$ cat src/design/tpb_pkg.sv
`timescale 1ns / 1ps

package tpb_pkg;

	localparam int SLOTS_DEF = 8;

	localparam int CFG_AW = 4;
	localparam int CFG_DW = 32;

	localparam logic [1:0] REG_BATCH_MODE  = 2'd0;
	localparam logic [1:0] REG_TIMEOUT     = 2'd1;
	localparam logic [1:0] REG_CRIT_PRIO   = 2'd2;
	localparam logic [1:0] REG_NONCE_START = 2'd3;

	localparam logic [1:0]  BATCH_MODE_RST = 2'd1;
	localparam logic [15:0] TIMEOUT_RST    = 16'd50;
	localparam logic [7:0]  CRIT_PRIO_RST  = 8'h03;
	localparam logic [31:0] NONCE_RST      = 32'd0;

	localparam logic [1:0] MODE_MANUAL    = 2'd0;
	localparam logic [1:0] MODE_TIMED     = 2'd1;
	localparam logic [1:0] MODE_IMMEDIATE = 2'd2;

	localparam logic [1:0] CMD_ADD   = 2'd0;
	localparam logic [1:0] CMD_TICK  = 2'd1;
	localparam logic [1:0] CMD_FLUSH = 2'd2;

	localparam logic [1:0] STAT_ADD_OK   = 2'd0;
	localparam logic [1:0] STAT_ADD_FULL = 2'd1;
	localparam logic [1:0] STAT_TICK     = 2'd2;
	localparam logic [1:0] STAT_FLUSHED  = 2'd3;

	localparam logic KIND_STATUS = 1'b0;
	localparam logic KIND_DESC   = 1'b1;

	typedef enum logic [2:0] {
		ST_IDLE,
		ST_SCAN,
		ST_SCAN_LAST,
		ST_DECIDE,
		ST_REASON,
		ST_STATUS,
		ST_FLUSH_CHK,
		ST_FLUSH_EMIT
	} state_t;

	typedef struct packed {
		logic [31:0] tick;
		logic [1:0]  cls;
		logic [7:0]  len;
		logic [7:0]  typ;
		logic [15:0] dest;
		logic [7:0]  prio;
	} slot_t;

	typedef struct packed {
		logic [1:0]  batch_mode;
		logic [15:0] timeout_ticks;
		logic [7:0]  crit_prio;
		logic        nonce_ld;
		logic [31:0] nonce_val;
	} cfg_t;

endpackage

$ cat src/design/tpb_ram.sv
`timescale 1ns / 1ps

module tpb_ram #(
	parameter int WIDTH = 8,
	parameter int DEPTH = 8,
	parameter int AW    = (DEPTH > 1) ? $clog2(DEPTH) : 1
) (
	input  logic             clk,
	input  logic             we,
	input  logic [AW-1:0]    waddr,
	input  logic [WIDTH-1:0] wdata,
	input  logic [AW-1:0]    raddr,
	output logic [WIDTH-1:0] rdata
);

	logic [WIDTH-1:0] mem_q [DEPTH];
	logic [WIDTH-1:0] rdata_q;

	always_ff @(posedge clk) begin
		if (we) begin
			mem_q[waddr] <= wdata;
		end
		rdata_q <= mem_q[raddr];
	end

	assign rdata = rdata_q;

endmodule

$ cat src/design/tpb_cmp_unit.sv
`timescale 1ns / 1ps

module tpb_cmp_unit (
	input  logic [31:0] opa,
	input  logic [31:0] opb,
	input  logic [31:0] limit,
	output logic        ge
);

	logic [31:0] diff;

	assign diff = opa - opb;
	assign ge   = (diff >= limit);

endmodule

$ cat src/design/tpb_cfg.sv
`timescale 1ns / 1ps

module tpb_cfg (
	input  logic                       clk,
	input  logic                       arst_n,
	input  logic                       psel,
	input  logic                       penable,
	input  logic                       pwrite,
	input  logic [tpb_pkg::CFG_AW-1:0] paddr,
	input  logic [tpb_pkg::CFG_DW-1:0] pwdata,
	output logic [tpb_pkg::CFG_DW-1:0] prdata,
	output logic                       pready,
	output tpb_pkg::cfg_t              cfg
);

	logic [1:0]  mode_q;
	logic [15:0] timeout_q;
	logic [7:0]  crit_q;
	logic [31:0] nonce_start_q;
	logic        wr;
	logic [1:0]  idx;

	assign pready = 1'b1;
	assign wr     = psel && penable && pwrite && pready;
	assign idx    = paddr[3:2];

	always_ff @(posedge clk or negedge arst_n) begin
		if (!arst_n) begin
			mode_q        <= tpb_pkg::BATCH_MODE_RST;
			timeout_q     <= tpb_pkg::TIMEOUT_RST;
			crit_q        <= tpb_pkg::CRIT_PRIO_RST;
			nonce_start_q <= tpb_pkg::NONCE_RST;
		end else if (wr) begin
			case (idx)
				tpb_pkg::REG_BATCH_MODE:  mode_q        <= pwdata[1:0];
				tpb_pkg::REG_TIMEOUT:     timeout_q     <= pwdata[15:0];
				tpb_pkg::REG_CRIT_PRIO:   crit_q        <= pwdata[7:0];
				tpb_pkg::REG_NONCE_START: nonce_start_q <= pwdata;
				default:                  mode_q        <= mode_q;
			endcase
		end
	end

	always_comb begin
		case (idx)
			tpb_pkg::REG_BATCH_MODE:  prdata = {30'd0, mode_q};
			tpb_pkg::REG_TIMEOUT:     prdata = {16'd0, timeout_q};
			tpb_pkg::REG_CRIT_PRIO:   prdata = {24'd0, crit_q};
			tpb_pkg::REG_NONCE_START: prdata = nonce_start_q;
			default:                  prdata = '0;
		endcase
	end

	always_comb begin
		cfg.batch_mode    = mode_q;
		cfg.timeout_ticks = timeout_q;
		cfg.crit_prio     = crit_q;
		cfg.nonce_ld      = wr && (idx == tpb_pkg::REG_NONCE_START);
		cfg.nonce_val     = pwdata;
	end

endmodule

$ cat src/design/tx_packet_batcher.sv
`timescale 1ns / 1ps

// Channel   | Handshake                   | Payload
// ----------+-----------------------------+----------------------------------------------
// command   | in_valid / in_stall         | cmd dest_id msg_type pkt_len reliability
//           |                             | priority_req now
// result    | out_valid / out_stall       | kind status reasons queued out_dest out_type
//           |                             | out_len out_class nonce queued_at last
// config    | psel penable pwrite pready  | paddr pwdata prdata
//
// After a command is accepted the sequencer steps through SCAN, SCAN_LAST, DECIDE, REASON and
// STATUS, where the status transaction is offered. It walks every slot through the slot RAM
// (one write port, one read port), sharing one subtract-and-compare unit for the priority
// test, the new entry's priority and the timeout. A flush then checks the slots in order,
// skipping empty ones, and for each held descriptor does a RAM read, then an output. in_stall
// is high from acceptance until the last result is loaded; a stalled output holds the sequencer.
// Reset clears control state, valid bits and counters, and returns config registers to defaults.

module tx_packet_batcher #(
	parameter int SLOTS = tpb_pkg::SLOTS_DEF
) (
	input  logic                       clk,
	input  logic                       arst_n,
	input  logic                       psel,
	input  logic                       penable,
	input  logic                       pwrite,
	input  logic [tpb_pkg::CFG_AW-1:0] paddr,
	input  logic [tpb_pkg::CFG_DW-1:0] pwdata,
	output logic [tpb_pkg::CFG_DW-1:0] prdata,
	output logic                       pready,
	input  logic                       in_valid,
	output logic                       in_stall,
	input  logic [1:0]                 cmd,
	input  logic [15:0]                dest_id,
	input  logic [7:0]                 msg_type,
	input  logic [7:0]                 pkt_len,
	input  logic [1:0]                 reliability,
	input  logic [7:0]                 priority_req,
	input  logic [31:0]                now,
	output logic                       out_valid,
	input  logic                       out_stall,
	output logic                       kind,
	output logic [1:0]                 status,
	output logic [2:0]                 reasons,
	output logic [3:0]                 queued,
	output logic [15:0]                out_dest,
	output logic [7:0]                 out_type,
	output logic [7:0]                 out_len,
	output logic [1:0]                 out_class,
	output logic [31:0]                nonce,
	output logic [31:0]                queued_at,
	output logic                       last
);

	localparam int IDX_W = (SLOTS > 1) ? $clog2(SLOTS) : 1;
	localparam int CNT_W = $clog2(SLOTS + 1);
	localparam logic [IDX_W-1:0] IDX_LAST = IDX_W'(SLOTS - 1);
	localparam logic [CNT_W-1:0] CNT_FULL = CNT_W'(SLOTS);

	tpb_pkg::cfg_t   cfg;
	tpb_pkg::state_t state_q, state_d;
	tpb_pkg::slot_t  wr_slot, rd_slot;

	logic [1:0]       cmd_q;
	logic [15:0]      dest_q;
	logic [7:0]       type_q;
	logic [7:0]       len_q;
	logic [1:0]       cls_q;
	logic [7:0]       prio_q;
	logic [31:0]      now_q;

	logic [SLOTS-1:0] valid_q;
	logic [CNT_W-1:0] cnt_q;
	logic [CNT_W-1:0] rem_q;
	logic [31:0]      first_tick_q;
	logic [31:0]      nonce_q;
	logic [IDX_W-1:0] idx_q;
	logic [IDX_W-1:0] scan_idx_s1;
	logic             scan_v_s1;
	logic [IDX_W-1:0] free_idx_q;
	logic             free_found_q;
	logic             pri_hit_q;
	logic             flush_q;
	logic [1:0]       stat_q;
	logic [2:0]       reasons_q;

	logic             out_valid_q;
	logic             out_free;
	logic             in_take;
	logic             ram_we;
	logic             load_status;
	logic             load_desc;
	logic             full;
	logic             add_ok;
	logic             tmo;

	logic [31:0]      cmp_a, cmp_b, cmp_c;
	logic             cmp_ge;

	tpb_cfg u_cfg (
		.clk     (clk),
		.arst_n  (arst_n),
		.psel    (psel),
		.penable (penable),
		.pwrite  (pwrite),
		.paddr   (paddr),
		.pwdata  (pwdata),
		.prdata  (prdata),
		.pready  (pready),
		.cfg     (cfg)
	);

	tpb_ram #(
		.WIDTH ($bits(tpb_pkg::slot_t)),
		.DEPTH (SLOTS),
		.AW    (IDX_W)
	) u_slot_ram (
		.clk   (clk),
		.we    (ram_we),
		.waddr (free_idx_q),
		.wdata (wr_slot),
		.raddr (idx_q),
		.rdata (rd_slot)
	);

	tpb_cmp_unit u_cmp (
		.opa   (cmp_a),
		.opb   (cmp_b),
		.limit (cmp_c),
		.ge    (cmp_ge)
	);

	always_comb begin
		wr_slot.tick = now_q;
		wr_slot.cls  = cls_q;
		wr_slot.len  = len_q;
		wr_slot.typ  = type_q;
		wr_slot.dest = dest_q;
		wr_slot.prio = prio_q;
	end

	always_comb begin
		case (state_q)
			tpb_pkg::ST_REASON: begin
				cmp_a = now_q;
				cmp_b = first_tick_q;
				cmp_c = {16'd0, cfg.timeout_ticks};
			end
			tpb_pkg::ST_DECIDE: begin
				cmp_a = {24'd0, prio_q};
				cmp_b = '0;
				cmp_c = {24'd0, cfg.crit_prio};
			end
			default: begin
				cmp_a = {24'd0, rd_slot.prio};
				cmp_b = '0;
				cmp_c = {24'd0, cfg.crit_prio};
			end
		endcase
	end

	assign out_free = !out_valid_q || !out_stall;
	assign full     = (cnt_q >= CNT_FULL);
	assign add_ok   = (cmd_q == tpb_pkg::CMD_ADD) && !full && free_found_q;
	assign tmo      = (cfg.batch_mode == tpb_pkg::MODE_TIMED)
	                  && (cfg.timeout_ticks != 16'd0) && cmp_ge;

	always_comb begin
		state_d = state_q;
		case (state_q)
			tpb_pkg::ST_IDLE: begin
				if (in_valid) begin
					state_d = tpb_pkg::ST_SCAN;
				end
			end
			tpb_pkg::ST_SCAN: begin
				if (idx_q == IDX_LAST) begin
					state_d = tpb_pkg::ST_SCAN_LAST;
				end
			end
			tpb_pkg::ST_SCAN_LAST: state_d = tpb_pkg::ST_DECIDE;
			tpb_pkg::ST_DECIDE:    state_d = tpb_pkg::ST_REASON;
			tpb_pkg::ST_REASON:    state_d = tpb_pkg::ST_STATUS;
			tpb_pkg::ST_STATUS: begin
				if (out_free) begin
					state_d = (flush_q && cnt_q != '0) ? tpb_pkg::ST_FLUSH_CHK
					                                    : tpb_pkg::ST_IDLE;
				end
			end
			tpb_pkg::ST_FLUSH_CHK: begin
				if (valid_q[idx_q]) begin
					state_d = tpb_pkg::ST_FLUSH_EMIT;
				end
			end
			tpb_pkg::ST_FLUSH_EMIT: begin
				if (out_free) begin
					state_d = (rem_q == CNT_W'(1)) ? tpb_pkg::ST_IDLE
					                               : tpb_pkg::ST_FLUSH_CHK;
				end
			end
			default: state_d = tpb_pkg::ST_IDLE;
		endcase
	end

	always_comb begin
		in_stall    = (state_q != tpb_pkg::ST_IDLE);
		in_take     = in_valid && (state_q == tpb_pkg::ST_IDLE);
		ram_we      = (state_q == tpb_pkg::ST_DECIDE) && add_ok;
		load_status = (state_q == tpb_pkg::ST_STATUS) && out_free;
		load_desc   = (state_q == tpb_pkg::ST_FLUSH_EMIT) && out_free;
	end

	always_ff @(posedge clk or negedge arst_n) begin
		if (!arst_n) begin
			state_q <= tpb_pkg::ST_IDLE;
		end else begin
			state_q <= state_d;
		end
	end

	always_ff @(posedge clk) begin
		if (in_take) begin
			cmd_q  <= cmd;
			dest_q <= dest_id;
			type_q <= msg_type;
			len_q  <= pkt_len;
			cls_q  <= reliability;
			prio_q <= priority_req;
			now_q  <= now;
		end
	end

	always_ff @(posedge clk or negedge arst_n) begin
		if (!arst_n) begin
			valid_q      <= '0;
			cnt_q        <= '0;
			rem_q        <= '0;
			first_tick_q <= '0;
			nonce_q      <= '0;
			idx_q        <= '0;
			scan_idx_s1  <= '0;
			scan_v_s1    <= 1'b0;
			free_idx_q   <= '0;
			free_found_q <= 1'b0;
			pri_hit_q    <= 1'b0;
			flush_q      <= 1'b0;
			stat_q       <= tpb_pkg::STAT_TICK;
			reasons_q    <= '0;
		end else begin
			if (cfg.nonce_ld) begin
				nonce_q <= cfg.nonce_val;
			end

			// scan pipeline: the RAM read data is registered, so scan_idx_s1 tags the slot whose data rd_slot holds
			if (scan_v_s1) begin
				if (valid_q[scan_idx_s1] && cmp_ge) begin
					pri_hit_q <= 1'b1;
				end
				if (!valid_q[scan_idx_s1] && !free_found_q) begin
					free_found_q <= 1'b1;
					free_idx_q   <= scan_idx_s1;
				end
			end

			case (state_q)
				tpb_pkg::ST_IDLE: begin
					if (in_take) begin
						idx_q        <= '0;
						scan_v_s1    <= 1'b0;
						free_found_q <= 1'b0;
						pri_hit_q    <= 1'b0;
					end
				end
				tpb_pkg::ST_SCAN: begin
					scan_v_s1   <= 1'b1;
					scan_idx_s1 <= idx_q;
					if (idx_q != IDX_LAST) begin
						idx_q <= idx_q + IDX_W'(1);
					end
				end
				tpb_pkg::ST_SCAN_LAST: begin
					scan_v_s1 <= 1'b0;
				end
				tpb_pkg::ST_DECIDE: begin
					case (cmd_q)
						tpb_pkg::CMD_ADD: begin
							if (add_ok) begin
								valid_q[free_idx_q] <= 1'b1;
								cnt_q               <= cnt_q + CNT_W'(1);
								if (cnt_q == '0) begin
									first_tick_q <= now_q;
								end
								pri_hit_q <= pri_hit_q || cmp_ge;
								flush_q   <= (cfg.batch_mode == tpb_pkg::MODE_IMMEDIATE)
								             || cmp_ge;
								stat_q    <= tpb_pkg::STAT_ADD_OK;
							end else begin
								flush_q <= 1'b0;
								stat_q  <= tpb_pkg::STAT_ADD_FULL;
							end
						end
						tpb_pkg::CMD_FLUSH: begin
							flush_q <= 1'b1;
							stat_q  <= tpb_pkg::STAT_FLUSHED;
						end
						default: begin
							flush_q <= 1'b0;
							stat_q  <= tpb_pkg::STAT_TICK;
						end
					endcase
				end
				tpb_pkg::ST_REASON: begin
					if (cnt_q == '0) begin
						reasons_q <= '0;
					end else begin
						reasons_q <= {pri_hit_q, tmo, full};
						if (cmd_q == tpb_pkg::CMD_TICK && (tmo || full)) begin
							flush_q <= 1'b1;
						end
					end
				end
				tpb_pkg::ST_STATUS: begin
					if (out_free) begin
						rem_q <= cnt_q;
						idx_q <= '0;
					end
				end
				tpb_pkg::ST_FLUSH_CHK: begin
					if (!valid_q[idx_q]) begin
						idx_q <= idx_q + IDX_W'(1);
					end
				end
				tpb_pkg::ST_FLUSH_EMIT: begin
					if (out_free) begin
						valid_q[idx_q] <= 1'b0;
						nonce_q        <= nonce_q + 32'd1;
						rem_q          <= rem_q - CNT_W'(1);
						idx_q          <= idx_q + IDX_W'(1);
						if (rem_q == CNT_W'(1)) begin
							cnt_q <= '0;
						end
					end
				end
				default: begin
					scan_v_s1 <= 1'b0;
				end
			endcase
		end
	end

	always_ff @(posedge clk or negedge arst_n) begin
		if (!arst_n) begin
			out_valid_q <= 1'b0;
		end else if (load_status || load_desc) begin
			out_valid_q <= 1'b1;
		end else if (!out_stall) begin
			out_valid_q <= 1'b0;
		end
	end

	always_ff @(posedge clk) begin
		if (load_status) begin
			kind      <= tpb_pkg::KIND_STATUS;
			status    <= stat_q;
			reasons   <= reasons_q;
			queued    <= 4'(cnt_q);
			out_dest  <= '0;
			out_type  <= '0;
			out_len   <= '0;
			out_class <= '0;
			nonce     <= '0;
			queued_at <= '0;
			last      <= !(flush_q && cnt_q != '0);
		end else if (load_desc) begin
			kind      <= tpb_pkg::KIND_DESC;
			status    <= '0;
			reasons   <= '0;
			queued    <= '0;
			out_dest  <= rd_slot.dest;
			out_type  <= rd_slot.typ;
			out_len   <= rd_slot.len;
			out_class <= rd_slot.cls;
			nonce     <= nonce_q + 32'd1;
			queued_at <= rd_slot.tick;
			last      <= (rem_q == CNT_W'(1));
		end
	end

	assign out_valid = out_valid_q;

endmodule

$ cat config.mk
export PLATFORM = sky130hd
export DESIGN_NAME = tx_packet_batcher
export DESIGN_NICKNAME = d
export VERILOG_FILES = /design/src/design/tpb_pkg.sv /design/src/design/tpb_ram.sv /design/src/design/tpb_cmp_unit.sv /design/src/design/tpb_cfg.sv /design/src/design/tx_packet_batcher.sv
export SDC_FILE = /design/constraint.sdc
export NUM_CORES = 1
export LEC_CHECK = 0
export BUFFER_PORTS_ARGS = -buffer_cell sky130_fd_sc_hd__buf_2
export CELL_PAD_IN_SITES_DETAIL_PLACEMENT = 1
export CELL_PAD_IN_SITES_GLOBAL_PLACEMENT = 1
export CORE_ASPECT_RATIO = 1.4
export CORE_MARGIN = 1
export CORE_UTILIZATION = 54
export DETAILED_ROUTE_END_ITERATION = 10
export PLACE_DENSITY = 0.95
export SLEW_MARGIN = 20
export SYNTH_ARGS = -nofsm -noshare
export SYNTH_HDL_FRONTEND = slang
export SYNTH_SLANG_ARGS = --single-unit
$ cat constraint.sdc
create_clock -name clk -period 13.1 [get_ports clk]
set_input_delay 1.965 -clock clk [delete_from_list [all_inputs] [get_ports clk]]
set_output_delay 1.965 -clock clk [all_outputs]
set_load 0.01 [all_outputs]
==> qor.csv <==
stage,metric,value,unit
critical_path,path_cells,buf_4 > nor2_1 > a21oi_1 > o22ai_1 > a21oi_1 > ha_1 > nor2b_1 > o2111ai_1 > nand2_1 > a21o_1 > a21o_1 > xor2_1 > ha_1 > and4_1 > a2111oi_0 > o31ai_1 > a211o_1 > nor4_4 > and4_1 > nand4b_1 > nor3_2 > a311oi_1,
timing,worst_hold_slack,0.439,ns
logic_synthesis,ys_warn_count,0,
detailed_routing,num_vias,27200,
timing,setup_violations,0,
critical_path,crit_slowest_cell,a21oi_1,
logic_synthesis,synth_cells,2799,
critical_path,critPathLaunchType,flop,
critical_path,worstSetupPathType,reg2reg,
logic_synthesis,ys_seq_area_frac,0.713,
logic_synthesis,ys.flop_type,edfxtp_1,
outcome,status,completed,
critical_path,slowest_delay,0.60,ns
detailed_routing,viasPerCell,6.69,
grt,grt_max_degree,108,
pwr,seq_power_share,0.437,
logic_synthesis,synth_edf_count,678,
pwr,internal_power,0.00615,W
detailed_routing,drt_pre_antenna_iters,6,
clocking,postCtsHoldBufs,0,
logic_synthesis,syn_area,0.0390,mm²
pwr,ir_drop,0.166,mV
grt,grt_overflow,0,
timing,skew,0.0536,ns
logic_synthesis,synth_seq_cells,1011,
critical_path,worstPathMaxFanout,47,
die,start_util,0.545,
placement,place_area,0.0414,mm²
timing,setup_tns,0,ns
die,die_y,320,µm
detailed_routing,routedWlPerCell,30.9,µm
timing,hold_viol,0,
die,die_x,229,µm
clocking,cts_setup_buffers,0,
logic_synthesis,syn_nets,2973,
clocking,clockBufferDepth,3,
die,ioPinCount,263,
pwr,netSwitchingPower,0.00304,W
layout,drive_gt1_frac,0.199,
flow_run,drv_cap,0,
layout,fin_nets,3212,
pwr,switching_share,0.331,
clocking,cts-resized-gates,0,
pwr,leakage,16.4,nW
timing,rsz0062_at_grt,false,
critical_path,cpLargestDelayFamily,compound AO/OA/AOI/OAI gates,
clocking,cts-root-buf,clkbuf_16,
logic_synthesis,async_reset_ff_frac,0.158,
critical_path,crit_buf_inv,1,
detailed_routing,drc,0,
clocking,cts_max_level,3,
clocking,clkLatencyLatePin,0.69,ns
critical_path,critPathCaptureType,flop,
detailed_routing,wl,125,mm
die,die-area,0.0733,mm²
clocking,cts_tree,built,
grt,antenna_found_initial,6,
die,core_area,0.0716,mm²
hold_path,hold_path.class,reg2reg,
pwr,p_comb_frac,0.256,
clocking,cts_buffers,92,
clocking,clock-sinks,1011,
logic_synthesis,synth_cell_types,78,
placement,hpwl,70.2,mm
critical_path,crit_required,13.64,ns
timing,slew_violations,0,
layout,area_growth,14.1,%
grt,grt_pass1_vias,29100,
placement,place_congestion,0.855,
detailed_routing,ant_nets,0,
timing,fmax,157,MHz
detailed_routing,drt_iter0_drc,3013,
logic_synthesis,synth_area_per_cell,13.9,µm²
timing,layout_min_cycle_time,6.36,ns
critical_path,crit_arrival,6.90,ns
placement,port_buffers,259,
timing,worst_pin_slew,1.09,ns
pwr,p_per_area,207,mW/mm²
die,rows,116,
timing,fin_crit_sh,0.485,
grt,grt_pass1_wl,186,mm
layout,fin_area,0.0445,mm²
timing,slew_headroom,0.272,
clocking,clk_pin_slew,0.07,ns
grt,track_usage,0.341,
pwr,clock_power_share,0.307,
-- power groups by stage --
stage	clock network (W)	logic (W)	registers (W)
after floorplan	0	0.00143	0.00402
after global placement	0	0.00212	0.00402
after detailed placement	0	0.00225	0.00405
after CTS	0.00283	0.00233	0.00401
after global routing	0.00293	0.00251	0.00405
final	0.00282	0.00235	0.00402
-- synth_stat cells (5+ instances only) --
| master | count | area [µm²] |
|---|---|---|
| nand3_1 | 43 | 215 |
| a31oi_1 | 11 | 68.8 |
| xnor2_1 | 33 | 289 |
| buf_2 | 5 | 25.0 |
| o21a_1 | 7 | 52.6 |
| a21oi_1 | 154 | 771 |
| inv_1 | 24 | 90.1 |
| buf_1 | 15 | 56.3 |
| a22oi_1 | 303 | 2270 |
| dfstp_2 | 7 | 184 |
| nand2_1 | 306 | 1150 |
| ha_1 | 54 | 676 |
| xor2_1 | 18 | 158 |
| and4_1 | 10 | 87.6 |
| a211o_1 | 13 | 114 |
| nand2b_1 | 7 | 43.8 |
| a211oi_1 | 9 | 67.6 |
| a21o_1 | 15 | 113 |
| dfrtp_1 | 153 | 3830 |
| a22o_1 | 12 | 105 |
| edfxtp_1 | 678 | 20400 |
| o31ai_1 | 9 | 67.6 |
| nor3_1 | 31 | 155 |
| mux2i_1 | 18 | 180 |
| o221a_2 | 6 | 67.6 |
| o21ai_1 | 5 | 25.0 |
| nor4_1 | 8 | 50.1 |
| mux2_2 | 102 | 1150 |
| nor2_1 | 115 | 432 |
| dfxtp_1 | 173 | 3460 |
| nor2b_1 | 17 | 106 |
| nand4_1 | 84 | 526 |
| o21bai_1 | 6 | 45.0 |
| o22ai_1 | 9 | 56.3 |
| and3_1 | 64 | 400 |
| clkbuf_1 | 137 | 514 |
| o21ai_0 | 64 | 320 |
-- placed cells by master (no fill, tap or decap), types with 10 or more instances in the layout --
| master | instances |
|---|---|
| mux2_2 | 102 |
| edfxtp_1 | 678 |
| dfrtp_1 | 153 |
| nor3_1 | 20 |
| dfxtp_1 | 173 |
| nor3_2 | 12 |
| and4_1 | 10 |
| nand2_1 | 304 |
| ha_1 | 54 |
| o21ai_0 | 64 |
| a22oi_1 | 303 |
| xor2_1 | 18 |
| a31oi_1 | 11 |
| mux2i_1 | 18 |
| clkbuf_8 | 13 |
| nand4_1 | 84 |
| and3_1 | 63 |
| clkbuf_1 | 16 |
| inv_1 | 24 |
| a21oi_1 | 154 |
| nor2b_1 | 17 |
| a211o_1 | 13 |
| clkinv_2 | 15 |
| clkbuf_16 | 96 |
| a22o_1 | 12 |
| nor2_1 | 106 |
| buf_4 | 45 |
| nand3_1 | 43 |
| buf_2 | 258 |
| xnor2_1 | 33 |
| a21o_1 | 15 |
-- worst reg2reg max path, stage by stage (launching register included) --
cell and delay (ns):
dfrtp_1 0.35, buf_4 0.44, nor2_1 0.15, a21oi_1 0.60, o22ai_1 0.24, a21oi_1 0.32
ha_1 0.28, nor2b_1 0.15, o2111ai_1 0.35, nand2_1 0.16, a21o_1 0.20, a21o_1 0.19
xor2_1 0.15, ha_1 0.34, and4_1 0.16, a2111oi_0 0.36, o31ai_1 0.19, a211o_1 0.36
nor4_4 0.27, and4_1 0.24, nand4b_1 0.13, nor3_2 0.43, a311oi_1 0.18
-- state kept, by name, indices dropped and copies added, names as in the netlist, 32 cells and up --
name	cells
first_tick_q	32
nonce	32
nonce_q	32
now_q	32
queued_at	32
u_cfg.nonce_start_q	32
u_slot_ram.mem_q	592
u_slot_ram.rdata	74
-- path summary, 6_finish.rpt --
path | start | end | slack (ns) | depth (start not counted)
hold reg to reg | u_slot_ram.rdata[32] | out_len[0] | 0.44 | 2
setup reg to reg | state_q[2] | pri_hit_q | 6.74 | 22
max in group asynchronous | arst_n | first_tick_q[10] | 10.25 | 2
min in group asynchronous | arst_n | nonce_q[27] | 1.41 | 1
hold / removal | u_slot_ram.rdata[32] | out_len[0] | 0.44 | 2
setup / recovery | state_q[2] | pri_hit_q | 6.74 | 22
-- per-layer routing --
metal,vias up,part of all wire,track usage
met3,399,0.085,0.0614
met1,13800,0.36,0.403
met5,-,0.00018,0
met4,4,0.044,0.156
met2,1793,0.51,0.602
li1,11200,-,-
-- through the flow --
step / util / cells / total power, W / worst slack, ns
2_1_floorplan: - / 2799 / 0.00545 / 4.39
3_3_place_gp: 0.578 / 3888 / 0.00614 / 7.10
3_5_place_dp: 0.578 / 3888 / 0.00630 / 6.93
4_1_cts: 0.622 / 4062 / 0.00917 / 6.78
5_1_grt: 0.622 / 4063 / 0.00948 / 6.50
6_report: 0.622 / 4065 / 0.00919 / 6.74
-- cells by family after synthesis --
| group | count (synthesis) | synth area share |
|---|---|---|
| adders and majority gates | 55 | 0.0178 |
| buffers and inverters | 183 | 0.0181 |
| DFF | 1011 | 0.713 |
| muxes | 124 | 0.0364 |
| AOI/OAI and AO/OA | 664 | 0.116 |
| other | 1 | 0.0000961 |
| xor gates and xnor gates | 51 | 0.0114 |
| and+or+nand+nor | 710 | 0.0867 |
-- final cells by class --
class	instances	area [µm²]
clock buffers	125	2640
flip-flops and latches	1011	27800
fillers	6688	27000
multi-input cells	1605	10600
well taps	944	1180
clock inverters	49	514
diodes	3	7.51
inverters	24	90.1
repair buffers	304	1640
No activity file was read; power rests on OpenSTA's default activity.
